==> src/rtl/assert_macros.svh <==
// Assertion macros for the basic block partitioner.
// Used by the top level; expects clk_i and rst_ni in scope.
`ifndef ASSERT_MACROS_SVH
`define ASSERT_MACROS_SVH

// Checked out of reset only.
`define BBP_ASSERT(name, prop, msg) \
  name: assert property (@(posedge clk_i) disable iff (!rst_ni) (prop)) else $error(msg);

// Checked on every edge, reset included.
`define BBP_ASSERT_ALWAYS(name, prop, msg) \
  name: assert property (@(posedge clk_i) (prop)) else $error(msg);

`endif

==> src/rtl/bbp_pkg.sv <==
// Shared types and constants of the basic block partitioner.
// No dependencies.
`timescale 1ns / 1ps

package bbp_pkg;

  localparam int MAX_LABELS        = 256;
  localparam int MAX_BLOCKS        = 256;
  localparam int PENDING_PER_LABEL = 16;

  localparam int LBL_W   = $clog2(MAX_LABELS);
  localparam int BLK_W   = $clog2(MAX_BLOCKS);
  localparam int PIDX_W  = $clog2(PENDING_PER_LABEL);
  localparam int PCNT_W  = $clog2(PENDING_PER_LABEL + 1);
  localparam int PADDR_W = LBL_W + PIDX_W;
  localparam int PEND_DEPTH = MAX_LABELS * PENDING_PER_LABEL;
  localparam int POS_W   = 16;

  typedef enum logic [2:0] {
    OP_PLAIN  = 3'd0,
    OP_BRANCH = 3'd1,
    OP_JUMP   = 3'd2,
    OP_LABEL  = 3'd3,
    OP_RETURN = 3'd4
  } op_class_e;

  typedef enum logic [3:0] {
    ACT_NONE,
    ACT_CAPTURE,
    ACT_PREP,
    ACT_CLOSE_REC,
    ACT_CLOSE_FT,
    ACT_BR,
    ACT_WALK_EM,
    ACT_LABEL_DONE,
    ACT_RET,
    ACT_TAIL,
    ACT_LAST_REC,
    ACT_LAST_EX,
    ACT_LAST_UPD,
    ACT_FINISH
  } act_e;

  typedef struct packed {
    act_e act;
  } bbp_cmd_t;

  typedef struct packed {
    op_class_e op;
    logic      first;
    logic      last;
    logic      snb;
    logic      pef;
    logic      known;
    logic      walk_done;
    logic      emit_ok;
    logic      stg_valid;
  } bbp_stat_t;

endpackage

==> src/rtl/bbp_ctrl.sv <==
// Sequencer of the basic block partitioner.
// Depends on bbp_pkg; drives commands to bbp_dpath.
`timescale 1ns / 1ps

module bbp_ctrl import bbp_pkg::*; (
  input  logic      clk_i,
  input  logic      rst_ni,
  input  logic      in_valid_i,
  input  bbp_stat_t stat_i,
  output bbp_cmd_t  cmd_o,
  output logic      idle_o
);

  typedef enum logic [4:0] {
    S_IDLE, S_PREP, S_DISP, S_C1_REC, S_C1_FT, S_BODY, S_BR, S_L_REC, S_L_FT,
    S_WALK, S_WALK_EM, S_L_DONE, S_RET, S_TAIL, S_LAST_REC, S_LAST_EX,
    S_LAST_UPD, S_FIN
  } state_e;

  state_e state_q, state_d;
  act_e   act;

  always_comb begin
    state_d = state_q;
    act     = ACT_NONE;
    case (state_q)
      S_IDLE: begin
        if (in_valid_i) begin
          act     = ACT_CAPTURE;
          state_d = S_PREP;
        end
      end
      S_PREP: begin
        act     = ACT_PREP;
        state_d = S_DISP;
      end
      S_DISP: begin
        state_d = (stat_i.snb && stat_i.op != OP_LABEL) ? S_C1_REC : S_BODY;
      end
      S_C1_REC: begin
        if (stat_i.emit_ok) begin
          act     = ACT_CLOSE_REC;
          state_d = stat_i.pef ? S_BODY : S_C1_FT;
        end
      end
      S_C1_FT: begin
        if (stat_i.emit_ok) begin
          act     = ACT_CLOSE_FT;
          state_d = S_BODY;
        end
      end
      S_BODY: begin
        case (stat_i.op)
          OP_BRANCH, OP_JUMP: state_d = S_BR;
          OP_LABEL:           state_d = stat_i.first ? S_WALK : S_L_REC;
          OP_RETURN:          state_d = S_RET;
          default:            state_d = S_TAIL;
        endcase
      end
      S_BR: begin
        if (stat_i.emit_ok) begin
          act     = ACT_BR;
          state_d = S_TAIL;
        end
      end
      S_L_REC: begin
        if (stat_i.emit_ok) begin
          act     = ACT_CLOSE_REC;
          state_d = stat_i.pef ? S_WALK : S_L_FT;
        end
      end
      S_L_FT: begin
        if (stat_i.emit_ok) begin
          act     = ACT_CLOSE_FT;
          state_d = S_WALK;
        end
      end
      S_WALK: begin
        state_d = stat_i.walk_done ? S_L_DONE : S_WALK_EM;
      end
      S_WALK_EM: begin
        if (stat_i.emit_ok) begin
          act     = ACT_WALK_EM;
          state_d = S_WALK;
        end
      end
      S_L_DONE: begin
        act     = ACT_LABEL_DONE;
        state_d = S_TAIL;
      end
      S_RET: begin
        if (stat_i.emit_ok) begin
          act     = ACT_RET;
          state_d = S_TAIL;
        end
      end
      S_TAIL: begin
        act     = ACT_TAIL;
        state_d = stat_i.last ? S_LAST_REC : S_FIN;
      end
      S_LAST_REC: begin
        if (stat_i.emit_ok) begin
          act     = ACT_LAST_REC;
          state_d = (stat_i.op == OP_RETURN) ? S_LAST_UPD : S_LAST_EX;
        end
      end
      S_LAST_EX: begin
        if (stat_i.emit_ok) begin
          act     = ACT_LAST_EX;
          state_d = S_LAST_UPD;
        end
      end
      S_LAST_UPD: begin
        act     = ACT_LAST_UPD;
        state_d = S_FIN;
      end
      S_FIN: begin
        if (stat_i.emit_ok) begin
          act     = ACT_FINISH;
          state_d = S_IDLE;
        end
      end
      default: state_d = S_IDLE;
    endcase
  end

  always_ff @(posedge clk_i or negedge rst_ni) begin
    if (!rst_ni) begin
      state_q <= S_IDLE;
    end else begin
      state_q <= state_d;
    end
  end

  assign cmd_o.act = act;
  assign idle_o    = (state_q == S_IDLE);

endmodule

==> config.mk <==
export PLATFORM = sky130hd
export DESIGN_NAME = bbp_ctrl
export DESIGN_NICKNAME = d
export VERILOG_FILES = /design/src/rtl/assert_macros.svh /design/src/rtl/bbp_pkg.sv /design/src/rtl/bbp_ctrl.sv
export SDC_FILE = /design/constraint.sdc
export NUM_CORES = 1
export LEC_CHECK = 0
export BUFFER_PORTS_ARGS = -buffer_cell sky130_fd_sc_hd__buf_2
export CORE_AREA = 2 2 43 45
export DETAILED_ROUTE_END_ITERATION = 16
export DIE_AREA = 0 0 45 47
export GPL_ROUTABILITY_DRIVEN = 0
export GPL_TIMING_DRIVEN = 0
export PLACE_DENSITY = 0.74
export SYNTH_ARGS = -nofsm -noshare
export SYNTH_HDL_FRONTEND = slang
export SYNTH_SLANG_ARGS = --single-unit
==> constraint.sdc <==
create_clock -name clk_i -period 1.7 [get_ports clk_i]
set_input_delay 0.085 -clock clk_i [delete_from_list [all_inputs] [get_ports clk_i]]
set_output_delay 0.085 -clock clk_i [all_outputs]
set_load 0.005 [all_outputs]
==> results.ini <==
[clock_tree]
clock-sinks = 5
cts_tree = done
cts.reportedPaths.clkPinSlew_ns = 0.04
clk_latency_ns = 0.24
cts_made_buffers = 3
cts_max_path_buffers = 2
h-tree-depth = 1
cts-root-buf = clkbuf_4

[global_route]
grt_pass1_vias = 883
grt_pass1_wl_um = 3815
grt_max_degree = 11
track_usage = 0.2470
overflow = 0
antenna_found_initial = 0

[die]
row_count = 15
initial_utilization = 0.4826
die-area_um2 = 2115
die_x_um = 45
die_h_um = 47
core_region_area_um2 = 1652
ioPinCount = 19

[timing]
max-slew-margin-rel = 0.7360
setup_viol = 0
tns_ns = 0
rsz0062_at_grt = true
skew_ns = 0.001263
period_share = 0.9989
hold_violations = 0
tightest_slew_ns = 0.3960
maxSlewViolCount = 0
fin_hold_ws_ns = 0.1841
fin_crit_ns = 1.698
fmax_ghz = 0.5889

[synth]
ys_types = 38
synth_xor_area_frac = 0.01099
synth_top_family_by_area = compound AO/OA/AOI/OAI gates
postSynthAreaPerCell_um2 = 6.812
synth.net_count = 131
syn_area_um2 = 797.0
synth_edf_count = 0
ys_seq_elements = 5
yosys.area_share.simple = 0.3407
synth.yosys.seq_area_share = 0.1570
synth_cells = 117
synth_compound_area_frac = 0.3925
synth_ff_type = dfrtp_1
async_flop_share = 1.000
muxShareOfSynthArea = 0
yosys_warnings = 0
synth_fa_ha_area_frac = 0

[pwr]
cellPowerDensity_nw_per_um2 = 1857
vdd_drop_max_mv = 0.8953
power_mw = 2.086
leakage_nw = 0.4831

[worst_setup_path]
slowest_delay_ns = 0.40
cp-start-kind = flip-flop
cp_max_fo = 10
critPathRequiredTime_ns = 1.62
r2r_slack_ns = 0.05
ff2ff_path_depth = 6
arrival_ns = 1.61
end_kind = output pin
timing.rr.start = state_q[2]
worstSetupPathType = reg2out
worst_path_max_delay_cell = dfrtp_1
path_cells = buf_4, nor2b_2, o21ai_0, o211ai_1, nand2_1, o21ai_1, buf_2
r2r_end = state_q[0]

[finish]
nets = 162
drive_above_1_share = 0.3810
largest_reg_flops = 5
num-fill-cells = 130
antennaDiodeCount = 0
syn_to_final_growth_pct = 40.97
utilization = 0.6803
layout.cells.most_common = nand2_1
reg.largest.list = state_q x5
final_cell_mix = nand2_1, buf_2, buf_4
regMostFlops = state_q

[route]
drt-pass1-iter-count = 5
drtAntennaViolNets = 0
drc = 0
first_iter_violations = 78
vias = 1041
routed_wl_um = 2723
via_per_inst = 6.348
wl_per_cell_um = 16.60

[hold_path]
hp-class = in2async

[place]
hpwl_um = 1684
portBuffers = 15

[flow_run]
drv_cap = 0

[status]
outcome = completed

## worst max-delay path by stage
stage                           from  slack [ns]         end  depth (start not counted)
after floorplan           state_q[1]        0.21  state_q[0]                          6
after global placement    state_q[2]        0.08  state_q[0]                          7
after detailed placement  state_q[2]        0.01  state_q[0]                          7
after CTS                 state_q[2]       0.002    cmd_o[0]                          7
after global routing      state_q[2]       -0.05    cmd_o[0]                          7
final                     state_q[2]       0.002    cmd_o[0]                          7
## power breakdown
| part | switching [mW] | total (mW) | internal [mW] |
|---|---|---|---|
| Sequential | 0.0519 | 0.227 | 0.175 |
| Combinational | 0.923 | 1.72 | 0.798 |
| Clock | 0.0494 | 0.138 | 0.0888 |
| Total | 1.02 | 2.09 | 1.06 |
## synthesized netlist by cell type, types with 2 or more instances
cell type	count	area [um2]
nor3b_1	3	22.52
nand3_1	4	20.02
nor2_1	11	41.29
buf_2	6	30.03
nand2_1	19	71.32
a21oi_1	8	40.04
inv_1	4	15.01
nor3_1	3	15.01
o21ai_1	7	35.03
a211oi_1	2	15.01
a211o_1	2	17.52
o21ai_0	8	40.04
nor4_1	2	12.51
nor2b_1	6	37.54
dfrtp_1	5	125.1
a21o_1	2	15.01
o41ai_1	2	17.52
buf_6	2	22.52
clkbuf_1	2	7.510
## critical path: cells and delay by family, from the launching register on
| family | cells | cell delay, ns |
|---|---|---|
| flip-flops | 1 | 0.40 |
| AO/OA/AOI/OAI | 3 | 0.38 |
| buffers and inverters | 2 | 0.31 |
| AND/OR/NAND/NOR | 2 | 0.27 |
## logic make-up after synthesis
| group | after synthesis |
|---|---|
| xor+xnor | 1 |
| simple gates | 53 |
| flops | 5 |
| buf+inv | 15 |
| compound gates | 43 |
## through the flow
stage	std cells	area, um2	worst slack, ns
after CTS	156	973.4	0.001956
after detailed placement	149	893.4	0.01271
after global placement	149	893.4	0.08369
final	164	1124	0.001842
after global routing	164	1124	-0.04640
after floorplan	117	797.0	0.2094
## per-layer routing
metal / wire length [um] / track usage / vias up / part of all wire
met5: 0 / 0 / - / 0
met4: 45 / 0.1059 / 0 / 0.017
met3: 214 / 0.02692 / 6 / 0.079
met2: 1369 / 0.4029 / 65 / 0.50
met1: 1094 / 0.3318 / 484 / 0.40
li1: - / - / 486 / -
## cell type report
cell class / instances / area (um2) / area share
multi-input combinational: 97 / 649.4 / 0.5779
buffer: 10 / 102.6 / 0.09131
tap: 17 / 21.27 / 0.01893
inverter: 5 / 18.77 / 0.01670
sequential: 5 / 127.6 / 0.1136
timing repair buffer: 26 / 177.7 / 0.1581
clock buffer: 4 / 26.28 / 0.02339
## repair_timing
action                     4_1_cts  5_1_grt
hold buffers                     1        0
hold endpoints to repair         5        0
cloned                           0        1
setup endpoints to repair        4        8
resized for setup                9       25
pin swaps                        0        5
setup buffers                    2        7
No activity file was read; power rests on OpenSTA's default activity.
